## src/hw/rtl/dcs_pkg.sv

```systemverilog
// Shared types and constants of the control-sequence stream parser.
// Used by every module under hw/rtl except dcs_fifo; depends on nothing.
package dcs_pkg;

  // request types of an input item
  localparam logic [1:0] REQ_BYTE = 2'd0;
  localparam logic [1:0] REQ_TICK = 2'd1;
  localparam logic [1:0] REQ_EOI  = 2'd2;

  // result kinds
  localparam logic [1:0] RK_BYTE    = 2'd0;
  localparam logic [1:0] RK_END_OK  = 2'd1;
  localparam logic [1:0] RK_END_BAD = 2'd2;
  localparam logic [1:0] RK_TIMEOUT = 2'd3;

  // characters of interest
  localparam logic [7:0] CH_ESC   = 8'h1B;
  localparam logic [7:0] CH_BEL   = 8'h07;
  localparam logic [7:0] CH_P     = 8'h50;
  localparam logic [7:0] CH_PLUS  = 8'h2B;
  localparam logic [7:0] CH_SEMI  = 8'h3B;
  localparam logic [7:0] CH_ZERO  = 8'h30;
  localparam logic [7:0] CH_NINE  = 8'h39;

  localparam logic [31:0] TIMEOUT_RESET = 32'd1000;

  typedef struct packed {
    logic [1:0] req_type;
    logic [7:0] data_byte;
  } in_item_t;

  typedef struct packed {
    logic [1:0]  result_kind;
    logic [7:0]  payload_byte;
    logic [15:0] seq_id;
  } result_t;

  // item class decided by the front end
  typedef enum logic [3:0] {
    CLS_ESC,
    CLS_P,
    CLS_PLUS,
    CLS_SEMI,
    CLS_BEL,
    CLS_DIGIT,
    CLS_OTHER,
    CLS_TICK,
    CLS_EOI,
    CLS_NONE
  } cls_e;

  typedef struct packed {
    cls_e       cls;
    logic [7:0] data;
  } cmd_t;

  typedef enum logic [1:0] {
    PH_HUNT,
    PH_ID,
    PH_PAYLOAD
  } phase_e;

endpackage

```

## src/hw/rtl/dcs_fifo.sv

```systemverilog
// Small first-word-fall-through queue of registers.
// Generic payload width; no package dependency.
module dcs_fifo #(
  parameter int unsigned WIDTH = 8,
  parameter int unsigned DEPTH = 2
) (
  input  logic             clk_i,
  input  logic             rst_ni,
  input  logic             push_i,
  input  logic [WIDTH-1:0] wdata_i,
  output logic             full_o,
  input  logic             pop_i,
  output logic [WIDTH-1:0] rdata_o,
  output logic             empty_o
);

  localparam int unsigned PtrW = (DEPTH > 1) ? $clog2(DEPTH) : 1;
  localparam int unsigned CntW = $clog2(DEPTH + 1);
  localparam logic [PtrW-1:0] LastPtr = PtrW'(DEPTH - 1);
  localparam logic [CntW-1:0] FullCnt = CntW'(DEPTH);

  logic [WIDTH-1:0] mem_q [DEPTH];
  logic [PtrW-1:0]  wptr_q, wptr_d, rptr_q, rptr_d;
  logic [CntW-1:0]  cnt_q, cnt_d;
  logic             do_push, do_pop;

  assign full_o  = (cnt_q == FullCnt);
  assign empty_o = (cnt_q == '0);
  assign do_push = push_i && !full_o;
  assign do_pop  = pop_i && !empty_o;
  assign rdata_o = mem_q[rptr_q];

  // pointer and fill count update
  always_comb begin
    wptr_d = wptr_q;
    rptr_d = rptr_q;
    cnt_d  = cnt_q;
    if (do_push) begin
      wptr_d = (wptr_q == LastPtr) ? '0 : wptr_q + 1'b1;
    end
    if (do_pop) begin
      rptr_d = (rptr_q == LastPtr) ? '0 : rptr_q + 1'b1;
    end
    if (do_push && !do_pop) begin
      cnt_d = cnt_q + 1'b1;
    end else if (!do_push && do_pop) begin
      cnt_d = cnt_q - 1'b1;
    end
  end

  always_ff @(posedge clk_i or negedge rst_ni) begin
    if (!rst_ni) begin
      wptr_q <= '0;
      rptr_q <= '0;
      cnt_q  <= '0;
    end else begin
      wptr_q <= wptr_d;
      rptr_q <= rptr_d;
      cnt_q  <= cnt_d;
    end
  end

  // storage, no reset
  always_ff @(posedge clk_i) begin
    if (do_push) begin
      mem_q[wptr_q] <= wdata_i;
    end
  end

endmodule

```

## src/hw/rtl/dcs_front.sv

```systemverilog
// Front end: classifies each accepted input item for the back end.
// Depends on dcs_pkg.
module dcs_front (
  input  logic               push_i,
  input  dcs_pkg::in_item_t  in_item_i,
  input  logic               q_full_i,
  output logic               q_push_o,
  output dcs_pkg::cmd_t      cmd_o
);

  assign q_push_o = push_i && !q_full_i;

  // request type and byte class
  always_comb begin
    cmd_o.data = in_item_i.data_byte;
    case (in_item_i.req_type)
      dcs_pkg::REQ_BYTE: begin
        case (in_item_i.data_byte) inside
          dcs_pkg::CH_ESC:                     cmd_o.cls = dcs_pkg::CLS_ESC;
          dcs_pkg::CH_P:                       cmd_o.cls = dcs_pkg::CLS_P;
          dcs_pkg::CH_PLUS:                    cmd_o.cls = dcs_pkg::CLS_PLUS;
          dcs_pkg::CH_SEMI:                    cmd_o.cls = dcs_pkg::CLS_SEMI;
          dcs_pkg::CH_BEL:                     cmd_o.cls = dcs_pkg::CLS_BEL;
          [dcs_pkg::CH_ZERO:dcs_pkg::CH_NINE]: cmd_o.cls = dcs_pkg::CLS_DIGIT;
          default:                             cmd_o.cls = dcs_pkg::CLS_OTHER;
        endcase
      end
      dcs_pkg::REQ_TICK: cmd_o.cls = dcs_pkg::CLS_TICK;
      dcs_pkg::REQ_EOI:  cmd_o.cls = dcs_pkg::CLS_EOI;
      default:           cmd_o.cls = dcs_pkg::CLS_NONE;
    endcase
  end

endmodule

```

## src/hw/rtl/dcs_back.sv

```systemverilog
// Back end: parser state machine, id accumulator and hunt timeout.
// Depends on dcs_pkg; fed from the command queue, feeds the result queue.
module dcs_back #(
  parameter int unsigned ID_BITS = 16
) (
  input  logic              clk_i,
  input  logic              rst_ni,
  input  logic              cfg_we_i,
  input  logic [31:0]       cfg_wdata_i,
  input  dcs_pkg::cmd_t     cmd_i,
  input  logic              cmd_valid_i,
  output logic              cmd_pop_o,
  input  logic              res_full_i,
  output logic              res_push_o,
  output dcs_pkg::result_t  res_o
);

  dcs_pkg::phase_e    phase_q, phase_d;
  logic [1:0]         match_q, match_d;
  logic [ID_BITS-1:0] id_q, id_d;
  logic               valid_q, valid_d;
  logic [31:0]        idle_q, idle_d;
  logic [31:0]        timeout_q;
  logic               fire;
  logic [ID_BITS+3:0] id_mac;
  logic [ID_BITS-1:0] id_sat;
  logic               emit;
  logic               to_hunt;

  assign fire      = cmd_valid_i && !res_full_i;
  assign cmd_pop_o = fire;

  // id * 10 + digit, saturating at all ones
  assign id_mac = {1'b0, id_q, 3'b000} + {3'b000, id_q, 1'b0}
                + {ID_BITS'(0), cmd_i.data[3:0]};
  assign id_sat = (id_mac[ID_BITS+3:ID_BITS] != '0) ? '1 : id_mac[ID_BITS-1:0];

  // next phase
  always_comb begin
    phase_d = phase_q;
    if (fire) begin
      case (phase_q)
        dcs_pkg::PH_HUNT: begin
          if (cmd_i.cls == dcs_pkg::CLS_PLUS && match_q == 2'd2) begin
            phase_d = dcs_pkg::PH_ID;
          end
        end
        dcs_pkg::PH_ID: begin
          case (cmd_i.cls)
            dcs_pkg::CLS_EOI, dcs_pkg::CLS_BEL:    phase_d = dcs_pkg::PH_HUNT;
            dcs_pkg::CLS_TICK, dcs_pkg::CLS_NONE,
            dcs_pkg::CLS_DIGIT:                    phase_d = dcs_pkg::PH_ID;
            default:                               phase_d = dcs_pkg::PH_PAYLOAD;
          endcase
        end
        dcs_pkg::PH_PAYLOAD: begin
          if (cmd_i.cls == dcs_pkg::CLS_EOI || cmd_i.cls == dcs_pkg::CLS_BEL) begin
            phase_d = dcs_pkg::PH_HUNT;
          end
        end
        default: phase_d = dcs_pkg::PH_HUNT;
      endcase
    end
  end

  // datapath and results
  always_comb begin
    match_d           = match_q;
    id_d              = id_q;
    valid_d           = valid_q;
    idle_d            = idle_q;
    emit              = 1'b0;
    to_hunt           = 1'b0;
    res_o.result_kind = dcs_pkg::RK_BYTE;
    res_o.payload_byte = '0;
    res_o.seq_id      = '0;
    if (fire) begin
      case (phase_q)
        dcs_pkg::PH_HUNT: begin
          case (cmd_i.cls)
            dcs_pkg::CLS_TICK: begin
              if (idle_q != '0) begin
                idle_d = idle_q - 32'd1;
              end else begin
                emit              = 1'b1;
                to_hunt           = 1'b1;
                res_o.result_kind = dcs_pkg::RK_TIMEOUT;
              end
            end
            dcs_pkg::CLS_EOI: begin
              emit              = 1'b1;
              to_hunt           = 1'b1;
              res_o.result_kind = dcs_pkg::RK_TIMEOUT;
            end
            dcs_pkg::CLS_NONE: ;
            dcs_pkg::CLS_ESC: match_d = 2'd1;
            dcs_pkg::CLS_P:   match_d = (match_q == 2'd1) ? 2'd2 : 2'd0;
            dcs_pkg::CLS_PLUS: begin
              match_d = 2'd0;
              if (match_q == 2'd2) begin
                id_d    = '0;
                valid_d = 1'b0;
              end
            end
            default: match_d = 2'd0;
          endcase
        end
        dcs_pkg::PH_ID: begin
          case (cmd_i.cls)
            dcs_pkg::CLS_EOI: begin
              emit              = 1'b1;
              to_hunt           = 1'b1;
              res_o.result_kind = dcs_pkg::RK_END_BAD;
            end
            dcs_pkg::CLS_TICK, dcs_pkg::CLS_NONE: ;
            dcs_pkg::CLS_SEMI: valid_d = 1'b1;
            dcs_pkg::CLS_BEL: begin
              emit              = 1'b1;
              to_hunt           = 1'b1;
              res_o.result_kind = dcs_pkg::RK_END_OK;
              res_o.seq_id      = 16'(id_q);
            end
            dcs_pkg::CLS_DIGIT: id_d = id_sat;
            default: valid_d = 1'b0;
          endcase
        end
        dcs_pkg::PH_PAYLOAD: begin
          case (cmd_i.cls)
            dcs_pkg::CLS_EOI: begin
              emit              = 1'b1;
              to_hunt           = 1'b1;
              res_o.result_kind = dcs_pkg::RK_END_BAD;
            end
            dcs_pkg::CLS_TICK, dcs_pkg::CLS_NONE: ;
            dcs_pkg::CLS_BEL: begin
              emit    = 1'b1;
              to_hunt = 1'b1;
              if (valid_q) begin
                res_o.result_kind = dcs_pkg::RK_END_OK;
                res_o.seq_id      = 16'(id_q);
              end else begin
                res_o.result_kind = dcs_pkg::RK_END_BAD;
              end
            end
            default: begin
              emit               = 1'b1;
              res_o.result_kind  = dcs_pkg::RK_BYTE;
              res_o.payload_byte = cmd_i.data;
            end
          endcase
        end
        default: to_hunt = 1'b1;
      endcase
      // any end or timeout clears the parser and reloads the idle count
      if (to_hunt) begin
        match_d = 2'd0;
        id_d    = '0;
        valid_d = 1'b0;
        idle_d  = timeout_q;
      end
    end
    // a register write reloads the idle count too
    if (cfg_we_i) begin
      idle_d = cfg_wdata_i;
    end
  end

  assign res_push_o = emit;

  always_ff @(posedge clk_i or negedge rst_ni) begin
    if (!rst_ni) begin
      phase_q   <= dcs_pkg::PH_HUNT;
      match_q   <= 2'd0;
      id_q      <= '0;
      valid_q   <= 1'b0;
      idle_q    <= dcs_pkg::TIMEOUT_RESET;
      timeout_q <= dcs_pkg::TIMEOUT_RESET;
    end else begin
      phase_q <= phase_d;
      match_q <= match_d;
      id_q    <= id_d;
      valid_q <= valid_d;
      idle_q  <= idle_d;
      if (cfg_we_i) begin
        timeout_q <= cfg_wdata_i;
      end
    end
  end

endmodule

```

## src/hw/rtl/dcs_sequence_parser.sv

```systemverilog
// Top level of the control-sequence stream parser.
// Depends on dcs_pkg, dcs_front, dcs_fifo and dcs_back.
//
// Accepts one item (byte, idle tick or end of input) per clock cycle and
// sustains that rate indefinitely while results are popped; each item is
// processed by the back-end state machine, which sets the rate.
// A result is registered in the result queue, its item in the command queue.
// A two-entry command queue sits between the classifier and the state
// machine, and a two-entry result queue in front of the result ports, so
// input and output stall independently. No clearing pass is needed after
// reset. A configuration write also reloads the hunt idle count.
module dcs_sequence_parser #(
  parameter int unsigned ID_BITS = 16
) (
  input  logic              clk_i,
  input  logic              rst_ni,
  input  logic              cfg_we_i,
  input  logic [31:0]       cfg_wdata_i,
  input  logic              push,
  output logic              full,
  input  dcs_pkg::in_item_t in_item_i,
  input  logic              pop,
  output logic              empty,
  output dcs_pkg::result_t  result_o
);

  localparam int unsigned CmdW = $bits(dcs_pkg::cmd_t);
  localparam int unsigned ResW = $bits(dcs_pkg::result_t);

  logic             cmd_push, cmd_full, cmd_empty, cmd_pop;
  dcs_pkg::cmd_t    cmd_in, cmd_out;
  logic             res_push, res_full;
  dcs_pkg::result_t res_in;

  // classifier
  dcs_front u_front (
    .push_i    (push),
    .in_item_i (in_item_i),
    .q_full_i  (cmd_full),
    .q_push_o  (cmd_push),
    .cmd_o     (cmd_in)
  );

  assign full = cmd_full;

  // command queue
  dcs_fifo #(
    .WIDTH (CmdW),
    .DEPTH (2)
  ) u_cmd_q (
    .clk_i   (clk_i),
    .rst_ni  (rst_ni),
    .push_i  (cmd_push),
    .wdata_i (cmd_in),
    .full_o  (cmd_full),
    .pop_i   (cmd_pop),
    .rdata_o (cmd_out),
    .empty_o (cmd_empty)
  );

  // parser state machine
  dcs_back #(
    .ID_BITS (ID_BITS)
  ) u_back (
    .clk_i       (clk_i),
    .rst_ni      (rst_ni),
    .cfg_we_i    (cfg_we_i),
    .cfg_wdata_i (cfg_wdata_i),
    .cmd_i       (cmd_out),
    .cmd_valid_i (!cmd_empty),
    .cmd_pop_o   (cmd_pop),
    .res_full_i  (res_full),
    .res_push_o  (res_push),
    .res_o       (res_in)
  );

  // result queue
  dcs_fifo #(
    .WIDTH (ResW),
    .DEPTH (2)
  ) u_res_q (
    .clk_i   (clk_i),
    .rst_ni  (rst_ni),
    .push_i  (res_push),
    .wdata_i (res_in),
    .full_o  (res_full),
    .pop_i   (pop),
    .rdata_o (result_o),
    .empty_o (empty)
  );

endmodule

```

## config.mk

```make
export PLATFORM = sky130hd
export DESIGN_NAME = dcs_sequence_parser
export DESIGN_NICKNAME = d
export VERILOG_FILES = /design/src/hw/rtl/dcs_pkg.sv /design/src/hw/rtl/dcs_fifo.sv /design/src/hw/rtl/dcs_front.sv /design/src/hw/rtl/dcs_back.sv /design/src/hw/rtl/dcs_sequence_parser.sv
export SDC_FILE = /design/constraint.sdc
export NUM_CORES = 1
export LEC_CHECK = 0
export ABC_AREA = 1
export BUFFER_PORTS_ARGS = -buffer_cell sky130_fd_sc_hd__buf_2
export CORE_UTILIZATION = 60
export DETAILED_ROUTE_END_ITERATION = 8
export PLACE_DENSITY = 0.79
export SLEW_MARGIN = 10
export SYNTH_ARGS = -nofsm -noshare
export SYNTH_HDL_FRONTEND = slang
export SYNTH_HIERARCHICAL = 1
export SYNTH_SLANG_ARGS = --single-unit
```

## constraint.sdc

```tcl
create_clock -name clk_i -period 6.7 [get_ports clk_i]
set_input_delay 0.335 -clock clk_i [delete_from_list [all_inputs] [get_ports clk_i]]
set_output_delay 0.335 -clock clk_i [all_outputs]
set_load 0.05 [all_outputs]
```

# Word-level counts from Yosys, hierarchy flattened
# Memory sizes are Yosys's and may differ from the RTL's.
# Cells that the tools add are included.
op_classes:
  addsub: 11
  magnitude_cmp: 2
  eq_ne: 28
  n_mux: 65
  reduce_logical: 48
op_table:
  columns: ["cell", "count"]
  rows:
  - ["32-bit 2-to-1 mux", 6]
  - ["16-bit 2-to-1 mux", 8]
  - ["16-bit one-hot mux with 2 select lines", 2]
  - ["32-bit nonzero test", 1]
  - ["32-bit by 1-bit subtractor with 32-bit output (second input constant)", 1]
  - ["26-bit 2-to-1 mux", 1]
  - ["2-bit 2-to-1 mux", 12]
  - ["19-bit by 17-bit adder with 20-bit output", 1]
  - ["20-bit by 4-bit adder with 20-bit output", 1]
  - ["4-bit 2-to-1 mux", 5]
  - ["2-bit one-hot mux with 3 select lines", 3]
  - ["8-bit by 6-bit equality test with 1-bit output (second input constant)", 2]
  - ["1-bit 2-to-1 mux", 16]
  - ["8-bit 2-to-1 mux", 2]
  - ["2-bit one-hot mux with 2 select lines", 4]
  - ["4-bit by 3-bit equality test with 1-bit output (second input constant)", 3]
  - ["1-bit logical AND", 12]
  - ["4-bit one-hot mux with 3 select lines", 1]
  - ["3-bit nonzero test", 4]
  - ["2-bit equality test (second input constant)", 5]
  - ["5-bit AND reduction", 2]
  - ["4-bit by 2-bit equality test with 1-bit output (second input constant)", 2]
  - ["4-bit equality test (second input constant)", 2]
  - ["8-bit by 3-bit equality test with 1-bit output (second input constant)", 1]
  - ["other kinds (26)", 57]
totals:
  ff_bits: 93
  ram_bits: 76
  input_bits: 47
  out_inout_bits: 28
  word_cells: 168
  memories: 2
memory_table:
  columns: ["name", "words", "width", "read_ports", "rd_clocked_by_memory_dff", "wr", "line", "source"]
  rows:
  - ["u_res_q.mem_q", 2, 26, 1, 0, 1, "dcs_fifo.sv:22", "logic [WIDTH-1:0] mem_q [DEPTH];"]
  - ["u_cmd_q.mem_q", 2, 12, 1, 0, 1, "dcs_fifo.sv:22", null]

# Depth between registers and ports, before layout
# Gate-level depths: netlist of the first run.
# An unclocked memory read counts as a cell.
depth:
  ltp_word: 11
  ltp_mapped: 22
  ltp_nobuf: 19

# Cells and area by module
# The synthesis of the first run kept the hierarchy.
modules_own_cells:
  columns: ["mod", "instances", "cells_each", "area_per_inst_um2"]
  rows:
  - ["dcs_back", 1, 996, 6596.3]
  - ["dcs_fifo at u_res_q", 1, 167, 2138.3]
  - ["dcs_fifo at u_cmd_q", 1, 94, 1119.8]
  - ["dcs_front", 1, 58, 284.0]
  - ["dcs_sequence_parser", 1, 1, 3.8]

# Worst setup path before layout of the first run
# OpenSTA, ideal clock, no wires.
synth_path:
  path_type: "reg2reg"
  start: "register u_cmd_q.rptr_q"
  end: "memory u_res_q/mem_q[1][0] (netlist name), enable pin"
  setup_ns: 0.409
  arrival_ns: 3.105
  t_required_ns: 6.291
  slack_ns: 3.186
  stages_incl_launch_ff: 17
  n_path_buf: 3
  path_cell_list: "dfrtp_1 > inv_2 > buf_2 > nand2_1 > nand2_1 > inv_1 > nor2_1 > nand2_1 > inv_1 > nand2_1 > nand2_1 > nand2_1 > buf_6 > clkbuf_1 > a31oi_1 > o21ai_1 > nor2_1"
synth_rtl:
  columns: ["item", "line", "source"]
  rows:
  - ["start, declared", "dcs_fifo.sv:23", "logic [PtrW-1:0] wptr_q, wptr_d, rptr_q, rptr_d;"]
  - ["start signal, assigned", "dcs_fifo.sv:58", "rptr_q <= rptr_d;"]
  - ["end, declared", "dcs_fifo.sv:22", null]

==> results of run 1 <==
## power by group
| group | switching [uW] | total, uW | internal [uW] | leakage [uW] |
|---|---|---|---|---|
| Sequential | 229 | 1590 | 1360 | 0.00186 |
| Combinational | 1640 | 2350 | 705 | 0.00357 |
| Clock | 471 | 986 | 515 | 0.000299 |
| Total | 2340 | 4920 | 2580 | 0.00573 |
## through the flow
| stage | setup WS, ps | cell area (um2) |
|---|---|---|
| finish | 2640 | 11200 |
| floorplan | 3190 | 10100 |
| detailed placement | 2660 | 10500 |
| CTS | 2620 | 11200 |
| global placement | 2780 | 10500 |
| global route | 2070 | 11200 |
## placed cells by master (no fill, tap or decap), drive strengths merged, types with 12 or more instances in the layout
cell,instances
ha,39
inv,128
nor3b,22
nand2,541
nand3,132
edfxtp,76
buf,78
xor2,15
o21ai,45
nor2,110
clkbuf,18
a21oi,18
xnor2,19
dfrtp,81
dfstp,12
## synthesized netlist by cell type (4+ instances only)
cell	number	share of area, %
buf_4	15	1.1
nor2_4	4	0.44
inv_2	8	0.30
nand2_1	532	20
inv_1	114	4.2
nand3_1	129	6.4
edfxtp_1	76	23
xor2_1	15	1.3
dfrtp_1	81	20
nor2_2	7	0.43
nand4_1	11	0.68
clkbuf_1	14	0.52
xnor2_1	19	1.6
buf_2	8	0.39
a21oi_1	17	0.84
nand3b_1	5	0.37
nand2_2	7	0.43
dfstp_2	12	3.1
nor3_1	8	0.39
ha_1	39	4.8
nor2_1	98	3.6
o21ai_0	39	1.9
nor3b_1	22	1.6
o21ai_1	6	0.30
buf_6	6	0.67
## cells by family (layout without fill, tap and decap cells)
| group | Yosys count | count (layout) |
|---|---|---|
| compound gates | 69 | 69 |
| flops | 169 | 169 |
| buf+inv | 169 | 235 |
| xor+xnor | 34 | 34 |
| simple gates | 834 | 834 |
| fa+ha+maj | 41 | 41 |
## final cells by class
class	count	share of cell area [%]
Multi-Input combinational cell	978	42.7
Sequential cell	169	41.4
Inverter	124	4.19
Clock buffer	18	3.93
Timing Repair Buffer	79	3.70
Tap cell	220	2.46
Clock inverter	14	1.61
## metal layers
layer | up-vias | share of wire (%)
met4 | 0 | 2.4
met3 | 43 | 3.7
li1 | 4314 | -
met5 | - | 0
met2 | 203 | 49
met1 | 3921 | 45
## worst max path at each step
stage | start | slack [ps] | endpoint
floorplan | u_cmd_q/rptr_q | 3190 | u_res_q/mem_q[1][0]
global placement | u_cmd_q/rptr_q | 2780 | u_res_q/mem_q[0][13]
detailed placement | u_cmd_q/rptr_q | 2660 | u_res_q/mem_q[0][11]
CTS | u_cmd_q/rptr_q | 2620 | u_res_q/mem_q[0][25]
global route | u_cmd_q/rptr_q | 2070 | u_res_q/mem_q[0][19]
finish | u_cmd_q/rptr_q | 2640 | u_res_q/mem_q[0][19]
## worst reg2reg max path, delay by kind of cell, from the launching register on
kind,cells,cell delay (ps)
AND/OR/NAND/NOR,9,1510
buffers and inverters,4,1160
flip-flops,1,610
AO/OA/AOI/OAI,1,410
## registers in the layout (all words and copies together), names as in the netlist, 2 cells and up
name,flops
u_back/idle_q,32
u_back/phase_q,2
u_res_q/mem_q,52
u_cmd_q/mem_q,24
u_res_q/cnt_q,2
u_back/timeout_q,32
u_cmd_q/cnt_q,2
u_back/match_q,2
u_back/id_q,16
==> qor.yml, run 1 <==
start_kind: "flop"
synth-seq-cells: 169
fin_util_pct: 67.6
holdPathStages: 1
crit_arrival_ps: 4110
reg2reg_slack_ps: 2640
vias_per_cell: 5.29
hold_class: "in -> reg"
detail_route.wirelength_um: 21800
ir_drop_uv: 278
root_buffer: "clkbuf_16"
dr_total_vias: 8481
synth.distinct_cells: 40
clock_latency_ps: 440
slew_viol_final: 0
grt_pass1_wl_um: 36900
numPortBuffers: 74
fin_skew_ps: 9.45
synthToLayoutAreaGrowth_pct: 10.2
cts_buffers: 17
leakagePower_uw: 0.00573
final.setup.tns_ps: 0
multi_input_area_um2: 4770
use_met1_pct: 34.1
synth_xor_area_share_pct: 2.94
grt_pass1_vias: 7966
grt-busiest-layer: "met2"
initial_core_util_pct: 61.4
clk_pin_slew_ps: 70
synth_warnings: 6
use_met3_pct: 4.08
drtIter0Drc: 533
power_density_nw_per_um2: 441
worstMarginPinSlew_ps: 1150
crit_type: "reg -> reg"
synth_nets: 1404
fin_nets: 1457
power_uw: 4920
layout-drive-gt1-share_pct: 11.6
synth_ff_type: "dfrtp_1"
clock.fmax_mhz: 247
die_h_um: 132
crit_required_ps: 6760
grt_util_all_layers_pct: 26.3
synthArstFlopShare_pct: 55.0
syn_inst: 1316
hold_violations: 0
cts_tree: "built"
synth_edf_count: 76
synth_fa_ha_area_share_pct: 5.21
io-pin-count: 75
core_um2: 16500
timing.hold.ws_ps: 118
antennaDiodeCount: 0
dr.pass1.iters: 5
place_congestion: 0.935
ant_nets: 0
htree_levels: 4
cts_buffer_depth: 2
reg2reg_from: "u_cmd_q/rptr_q"
critical-path-top-delay-family: "simple AND/OR/NAND/NOR gates"
n_fill_cell: 1402
reg2reg_depth: 14
die_w_um: 132
syn_avg_cell_area_um2: 7.71
rsz0062_at_grt: "false"
routedWlPerCell_um: 13.6
r2r-end: "u_res_q/mem_q[0][19]"
synth_compound_area_share_pct: 3.66
min_period_ps: 4060
finalCritPeriodShare_pct: 60.5
worst-path-buf-inv: 4
grt_max_degree: 75
final_cells: 1602
overflow: 0
antenna_found_initial: 0
regArea_um2: 4620
holdPathEnd: "u_cmd_q/mem_q[1][7]"
cts_resized: 0
min-delay-start: "in_item_i[7]"
path_cells: "inv_2 > nand2_1 > nand2_1 > nor2_1 > nand2_1 > inv_1 > nand2_1 > nand2_1 > nand2_1 > a31oi_1 > inv_1 > nor2_4 > nand2_1 > inv_1"
row_count: 47
status: "finished, final reports clean"
post_cts_buffers: 0
globalRouteMet2Util_pct: 44.2
finalSetupViolCount: 0
slowest_delay_ps: 740
crit_fanout: 29
path_depth: 14
hold_buffers: 1
endpoint_kind: "flop"
synth-simple-area-share_pct: 35.2
synth_top_family_by_area: "simple AND/OR/NAND/NOR gates"
synthMuxAreaShare_pct: 0
crit_top_cell: "nand2_1"
route.detailed.drc: 0
netlist_area_um2: 10100
dp_cells: 1569
maxCapViolCount: 0
place_hpwl_um: 15300
seq_area_frac_synth_pct: 45.6
dieArea_um2: 17400
clock-sinks: 169
slew_headroom_pct: 23.1
slowest_stage: "inv_1"
Note: power is estimated with default switching activity, not from simulation.
==> inputs of run 2 (changes only) <==
--- a/config.mk
+++ b/config.mk
@@ -5,11 +5,11 @@
 export SDC_FILE = /design/constraint.sdc
 export NUM_CORES = 1
 export LEC_CHECK = 0
-export ABC_AREA = 1
+export ABC_AREA = 0
 export BUFFER_PORTS_ARGS = -buffer_cell sky130_fd_sc_hd__buf_2
-export CORE_UTILIZATION = 60
+export CORE_UTILIZATION = 55
 export DETAILED_ROUTE_END_ITERATION = 8
-export PLACE_DENSITY = 0.79
+export PLACE_DENSITY = 0.77
 export SLEW_MARGIN = 10
 export SYNTH_ARGS = -nofsm -noshare
 export SYNTH_HDL_FRONTEND = slang
==> constraint.sdc (replaced) <==
create_clock -name clk_i -period 3.6 [get_ports clk_i]
set_input_delay 0.18 -clock clk_i [delete_from_list [all_inputs] [get_ports clk_i]]
set_output_delay 0.18 -clock clk_i [all_outputs]
set_load 0.05 [all_outputs]
==> qor.yml, run 2 <==
root_buffer: "clkbuf_16"  # unchanged
place_congestion: 0.892  # was 0.935
route.detailed.drc: 0  # unchanged
finalSetupViolCount: 0  # unchanged
synth.distinct_cells: 76  # was 40
die_h_um: 133  # was 132 um
synth_top_area_share_pct: 24.1  # was 22.5%
largest_reg_flops: 52  # unchanged
hold_violations: 0  # unchanged
grt_max_degree: 64  # was 75
holdPathEnd: "u_back/timeout_q[24]"  # was u_cmd_q/mem_q[1][7]
grt-busiest-layer: "met2"  # unchanged
cts_buffer_depth: 2  # unchanged
top_register: "u_res_q/mem_q"  # unchanged
initial_core_util_pct: 56.7  # was 61.4%
antennaDiodeCount: 0  # unchanged
syn_avg_cell_area_um2: 10.7  # was 7.71 um2
p_sw_uw: 3420  # was 2340 uW
synth-seq-cells: 169  # unchanged
worstMarginPinSlew_ps: 1100  # was 1150 ps
synthTopCellsByCount: "dfrtp_1, edfxtp_1, o21ai_0"  # was nand2_1, nand3_1, inv_1
synth_most_common_cell: "dfrtp_1"  # was nand2_1
synth_area_leader_cell: "edfxtp_1"  # unchanged
use_met3_pct: 4.60  # was 4.08%
synth_area_leaders: "edfxtp_1, dfrtp_1, ha_1, mux2_4, o21ai_0"  # was edfxtp_1, dfrtp_1, nand2_1, nand3_1, ha_1
crit_required_ps: 3900  # was 6760 ps
n_fill_cell: 1286  # was 1402
endpoint_kind: "flop"  # unchanged
fin_skew_ps: 10.2  # was 9.45 ps
p_seq_share_pct: 32.3  # about the same
power_density_nw_per_um2: 772  # was 441 nW/um2
drtIter0Drc: 792  # was 533
grt_util_all_layers_pct: 23.9  # was 26.3%
reg2reg_depth: 12  # was 14
crit_type: "reg -> reg"  # unchanged
multi_input_area_um2: 4350  # was 4770 um2
place_hpwl_um: 13700  # was 15300 um
fin_nets: 1075  # was 1457
layout-drive-gt1-share_pct: 20.8  # was 11.6%
netlist_area_um2: 9460  # was 10100 um2
power.share.clock_pct: 23.3  # was 20.0%
cts_tree: "built"  # unchanged
dr.pass1.iters: 5  # unchanged
regArea_um2: 4620  # unchanged
dieArea_um2: 17700  # was 17400 um2
reg2reg_from: "u_cmd_q/rptr_q"  # unchanged
reg2reg_slack_ps: 150  # was 2640 ps
layout_common_cells: "dfrtp_1, edfxtp_1, buf_2"  # was nand2_1, nand3_1, inv_1
routedWlPerCell_um: 16.4  # was 13.6 um
synthArstFlopShare_pct: 55.0  # unchanged
clk_pin_slew_ps: 60  # was 70 ps
antenna_found_initial: 0  # unchanged
intPower_uw: 5080  # was 2580 uW
dr_total_vias: 7172  # was 8481
synthToLayoutAreaGrowth_pct: 16.3  # was 10.2%
clock_latency_ps: 440  # about the same
clock-sinks: 169  # unchanged
p_comb_share_pct: 44.4  # was 47.7%
hold_class: "in -> reg"  # unchanged
use_met1_pct: 34.1  # about the same
power_uw: 8500  # was 4920 uW
holdPathStages: 3  # was 1
p_sw_share_pct: 40.2  # was 47.6%
ir_drop_uv: 495  # was 278 uV
slew_headroom_pct: 26.3  # was 23.1%
r2r-end: "u_back/id_q[12]"  # was u_res_q/mem_q[0][19]
detail_route.wirelength_um: 20100  # was 21800 um
globalRouteMet2Util_pct: 37.4  # was 44.2%
synth_edf_count: 76  # unchanged
slew_viol_final: 0  # unchanged
die_w_um: 133  # was 132 um
start_kind: "flop"  # unchanged
maxCapViolCount: 0  # unchanged
min-delay-start: "cfg_wdata_i[24]"  # was in_item_i[7]
io-pin-count: 75  # unchanged
core_um2: 16700  # was 16500 um2
synth_warnings: 6  # unchanged
crit_fanout: 16  # was 29
min_period_ps: 3450  # was 4060 ps
htree_levels: 4  # unchanged
fin_util_pct: 65.9  # was 67.6%
status: "finished, final reports clean"  # unchanged
row_count: 47  # unchanged
syn_inst: 887  # was 1316
grt_pass1_wl_um: 33500  # was 36900 um
cts_buffers: 17  # unchanged
grt_pass1_vias: 6823  # was 7966
finalCritPeriodShare_pct: 95.7  # was 60.5%
leakagePower_uw: 0.00467  # was 0.00573 uW
vias_per_cell: 5.88  # was 5.29
seq_area_frac_synth_pct: 48.9  # was 45.6%
overflow: 0  # unchanged
ant_nets: 0  # unchanged
clock.fmax_mhz: 290  # was 247 MHz
largestRegisters: "u_res_q/mem_q: 52 flops, u_back/idle_q: 32 flops, u_back/timeout_q: 32 flops"  # unchanged
numPortBuffers: 74  # unchanged
layout_commonest_cell: "dfrtp_1"  # was nand2_1
crit_arrival_ps: 3750  # was 4110 ps
synth_nets: 975  # was 1404
synth_ff_type: "dfrtp_1"  # unchanged
run 2: worst max path at each step:
| stage | from | end | slack [ps] | cells past startpoint |
|---|---|---|---|---|
| after global placement | u_cmd_q/rptr_q | u_back/id_q[12] | 190 | 12 |
| after floorplan | u_cmd_q/rptr_q | u_back/id_q[10] | 170 | 11 |
| final | u_cmd_q/rptr_q | u_back/id_q[12] | 150 | 12 |
| after detailed placement | u_cmd_q/rptr_q | u_back/id_q[0] | 60 | 12 |
| after CTS | u_cmd_q/rptr_q | u_back/id_q[7] | 40 | 12 |
| after global routing | u_cmd_q/rptr_q | u_back/id_q[7] | -30 | 12 |
run 2: per-layer routing:
metal | wire length, um | vias to the layer above | share of wire, %
li1 | - | 3437 | -
met3 | 1050 | 26 | 5.2
met5 | 0 | - | 0
met4 | 218 | 0 | 1.1
met2 | 9470 | 213 | 47
met1 | 9320 | 3496 | 46
run 2: final cells by class:
| class | instances | area share (%) |
|---|---|---|
| timing repair buffer | 131 | 8.27 |
| tap | 220 | 2.50 |
| clock buffer | 18 | 3.90 |
| clock inverter | 14 | 1.93 |
| sequential | 169 | 42.0 |
| inverter | 54 | 1.84 |
| multi-input combinational | 614 | 39.6 |
run 2: worst max-delay path: stages (launching register included):
cell and delay (ps):
dfrtp_1 410, mux2_1 360, fa_1 580, inv_1 70, fa_1 460, nor2b_1 200, o2111ai_2 190, a211oi_2 300
or3_1 160, nand3_1 100, a211oi_4 190, buf_6 200, a31oi_1 90
run 2: cells by family after synthesis:
kind of cell / share of synthesized area (%)
flops: 48.9
mux: 7.66
simple gates: 14.6
buf+inv: 5.39
compound gates: 15.4
fa+ha+maj: 5.58
xor+xnor: 2.50
run 2: repair_timing:
action / in CTS / in global routing
hold buffers: 36 / 0
endpoints found under the setup margin: 0 / 16
resized for setup: 0 / 7
setup buffers: 0 / 1
endpoints found under the hold margin: 96 / 0
run 2: power groups by stage:
stage,clock network (uW),registers (uW),logic (uW)
4_1_cts,2010,2740,3740
5_1_grt,2080,2800,4130
2_1_floorplan,0,2680,3000
3_5_place_dp,0,2770,3670
3_3_place_gp,0,2750,3580
6_report,1980,2740,3780
run 2: metrics by stage:
stage / hold slack (ps) / worst slack, ps / std cells / cell area [um2] / TNS, ps
floorplan: -116 / 174 / 887 / 9470 / 0
global placement: 70.6 / 187 / 1151 / 9970 / 0
detailed placement: 72.5 / 55.1 / 1151 / 9970 / 0
CTS: 0.123 / 36.0 / 1219 / 11000 / 0
global route: 2.92 / -25.2 / 1220 / 11000 / -138
finish: 18.8 / 155 / 1220 / 11000 / 0
==> inputs of run 3 (changes only) <==
--- a/config.mk
+++ b/config.mk
@@ -6,10 +6,11 @@
 export NUM_CORES = 1
 export LEC_CHECK = 0
 export ABC_AREA = 0
-export BUFFER_PORTS_ARGS = -buffer_cell sky130_fd_sc_hd__buf_2
+export BUFFER_PORTS_ARGS = -buffer_cell sky130_fd_sc_hd__buf_4
 export CORE_UTILIZATION = 55
 export DETAILED_ROUTE_END_ITERATION = 8
 export PLACE_DENSITY = 0.77
+export RECOVER_POWER = 50
 export SLEW_MARGIN = 10
 export SYNTH_ARGS = -nofsm -noshare
 export SYNTH_HDL_FRONTEND = slang
==> qor.yml, run 3 (same netlist as run 2, synthesis figures left out) <==
grt_pass1_wl_um: 33600  # was 33500 um
synthToLayoutAreaGrowth_pct: 16.2  # was 16.3%
hold_violations: 0  # unchanged
reg2reg_from: "u_cmd_q/rptr_q"  # unchanged
final_cell_area_um2: 11000  # about the same
dr.pass1.iters: 5  # unchanged
ir_drop_uv: 533  # was 495 uV
crit_arrival_ps: 3710  # was 3750 ps
clock_latency_ps: 440  # about the same
routedWlPerCell_um: 16.5  # was 16.4 um
maxCapViolCount: 3  # was 0
place_area_um2: 10100  # was 9970 um2
fin_skew_ps: 8.79  # was 10.2 ps
slew_viol_final: 158  # was 0
detail_route.wirelength_um: 20100  # about the same
grt_max_degree: 79  # was 64
ant_nets: 0  # unchanged
antennaDiodeCount: 0  # unchanged
reg2reg_slack_ps: 200  # was 150 ps
clock.fmax_mhz: 294  # was 290 MHz
grt-busiest-layer: "met2"  # unchanged
layout_common_cells: "dfrtp_1, edfxtp_1, o21ai_0"  # was dfrtp_1, edfxtp_1, buf_2
initial_core_util_pct: 56.7  # unchanged
overflow: 0  # unchanged
crit_type: "reg -> reg"  # unchanged
use_met3_pct: 3.81  # was 4.60%
clock-sinks: 169  # unchanged
layout-drive-gt1-share_pct: 17.1  # was 20.8%
endpoint_kind: "flop"  # unchanged
worst-path-buf-inv: 2  # unchanged
die_w_um: 133  # unchanged
antenna_found_initial: 1  # was 0
use_met1_pct: 33.6  # was 34.1%
core_um2: 16700  # unchanged
status: "complete, but fails checks"  # was finished, final reports clean
hold_class: "in -> reg"  # unchanged
fin_nets: 1074  # was 1075
timing.hold.ws_ps: 12.2  # was 18.8 ps
die_h_um: 133  # unchanged
cts_tree: "built"  # unchanged
htree_levels: 4  # unchanged
path_cells: "mux2_1 > fa_1 > inv_1 > fa_1 > nor2b_1 > o2111ai_2 > a211oi_2 > or3_1 > nand3_1 > a211oi_4 > buf_4 > a31oi_1"  # was mux2_1 > fa_1 > inv_1 > fa_1 > nor2b_1 > o2111ai_2 > a211oi_2 > or3_1 > nand3_1 > a211oi_4 > buf_6 > a31oi_1
globalRouteMet2Util_pct: 36.9  # was 37.4%
top_register: "u_res_q/mem_q"  # unchanged
crit_required_ps: 3900  # about the same
layout_commonest_cell: "dfrtp_1"  # unchanged
crit_top_cell: "fa_1"  # unchanged
leakagePower_uw: 0.00458  # was 0.00467 uW
finalSetupViolCount: 0  # unchanged
r2r-end: "u_back/id_q[8]"  # was u_back/id_q[12]
largest_reg_flops: 52  # unchanged
drtIter0Drc: 692  # was 792
grt_pass1_vias: 6828  # was 6823
violations: "max-capacitance violations, max-slew violations"
start_kind: "flop"  # unchanged
min_period_ps: 3400  # was 3450 ps
min-delay-start: "cfg_wdata_i[29]"  # was cfg_wdata_i[24]
slew_headroom_pct: -30.6  # was 26.3%
dieArea_um2: 17700  # unchanged
numPortBuffers: 74  # unchanged
dr_total_vias: 7128  # was 7172
power_density_nw_per_um2: 752  # was 772 nW/um2
place_congestion: 0.883  # was 0.892
critical-path-top-delay-family: "adder cells"  # unchanged
holdPathEnd: "u_back/timeout_q[29]"  # was u_back/timeout_q[24]
cts_buffer_depth: 2  # unchanged
final.setup.tns_ps: 0  # unchanged
slowest_stage: "fa_1"  # unchanged
holdPathStages: 3  # unchanged
slowest_delay_ps: 590  # was 580 ps
reg2reg_depth: 12  # unchanged
place_hpwl_um: 13400  # was 13700 um
cts_buffers: 17  # unchanged
io-pin-count: 75  # unchanged
clk_pin_slew_ps: 70  # was 60 ps
largestRegisters: "u_res_q/mem_q: 52 flops, u_back/idle_q: 32 flops, u_back/timeout_q: 32 flops"  # unchanged
finalCritPeriodShare_pct: 94.5  # was 95.7%
row_count: 47  # unchanged
worstMarginPinSlew_ps: 1960  # was 1100 ps
grt_util_all_layers_pct: 23.7  # was 23.9%
crit_fanout: 16  # unchanged
vias_per_cell: 5.85  # was 5.88
route.detailed.drc: 0  # unchanged
root_buffer: "clkbuf_16"  # unchanged
run 3: cell types whose count changed in the layout (fill, tap and decap cells not counted), sizes merged:
cell / before / now
clkbuf: 18 / 44
clkinv: 2 / 8
buf: 95 / 65
bufinv: 4 / 1
inv: 60 / 59
dlygate4sd3: 36 / 38
clkinvlp: 2 / 1
run 3: worst max-delay path by stage:
stage / start / endpoint / cells past startpoint
final: u_cmd_q/rptr_q / u_back/id_q[8] / 12
after global routing: u_cmd_q/rptr_q / u_back/id_q[1] / 13
after CTS: u_cmd_q/rptr_q / u_back/id_q[8] / 12
after detailed placement: u_cmd_q/rptr_q / u_back/id_q[8] / 12
after global placement: u_cmd_q/rptr_q / u_back/id_q[12] / 12
after floorplan: u_cmd_q/rptr_q / u_back/id_q[10] / 11
run 3: where the power goes:
part / switching (uW) / internal (uW)
combinational: 2310 / 1450
clock: 790 / 963
sequential: 300 / 2450
total: 3400 / 4860
run 3: what timing repair did:
item	4_1_cts	5_1_grt
endpoints found under the setup margin	0	16
buffers inserted	0	1
hold buffers	38	0
gates resized for setup	0	4
endpoints found under the hold margin	133	0
run 3: final cells by class:
type,instances,area [um2]
clock inverter,15,141
fill,1304,5710
multi-input combinational,614,4290
clock buffer,17,425
sequential,169,4620
timing repair buffer,130,1030
inverter,54,203
tap,220,275
run 3: routing by layer:
layer / up-vias / part of all wire (%)
met5: - / 0
met3: 30 / 5.0
met2: 229 / 46
met4: 0 / 1.9
met1: 3439 / 47
li1: 3430 / -
run 3: through the flow:
stage               cells  setup WS, ps  power, uW  utilization [%]
floorplan             887           174       5680                -
global placement     1148           183       6420             60.7
detailed placement   1148          69.2       6510             60.7
CTS                  1218          30.1       8320             66.4
global route         1219         -23.8       8750             65.8
finish               1219           196       8260             65.8
run 3: worst register-to-register path, stage by stage, from the launching register on:
cell and delay, ps:
dfrtp_1 400, mux2_1 360, fa_1 590, inv_1 70, fa_1 450, nor2b_1 190, o2111ai_2 160, a211oi_2 250
or3_1 150, nand3_1 100, a211oi_4 170, buf_4 260, a31oi_1 120
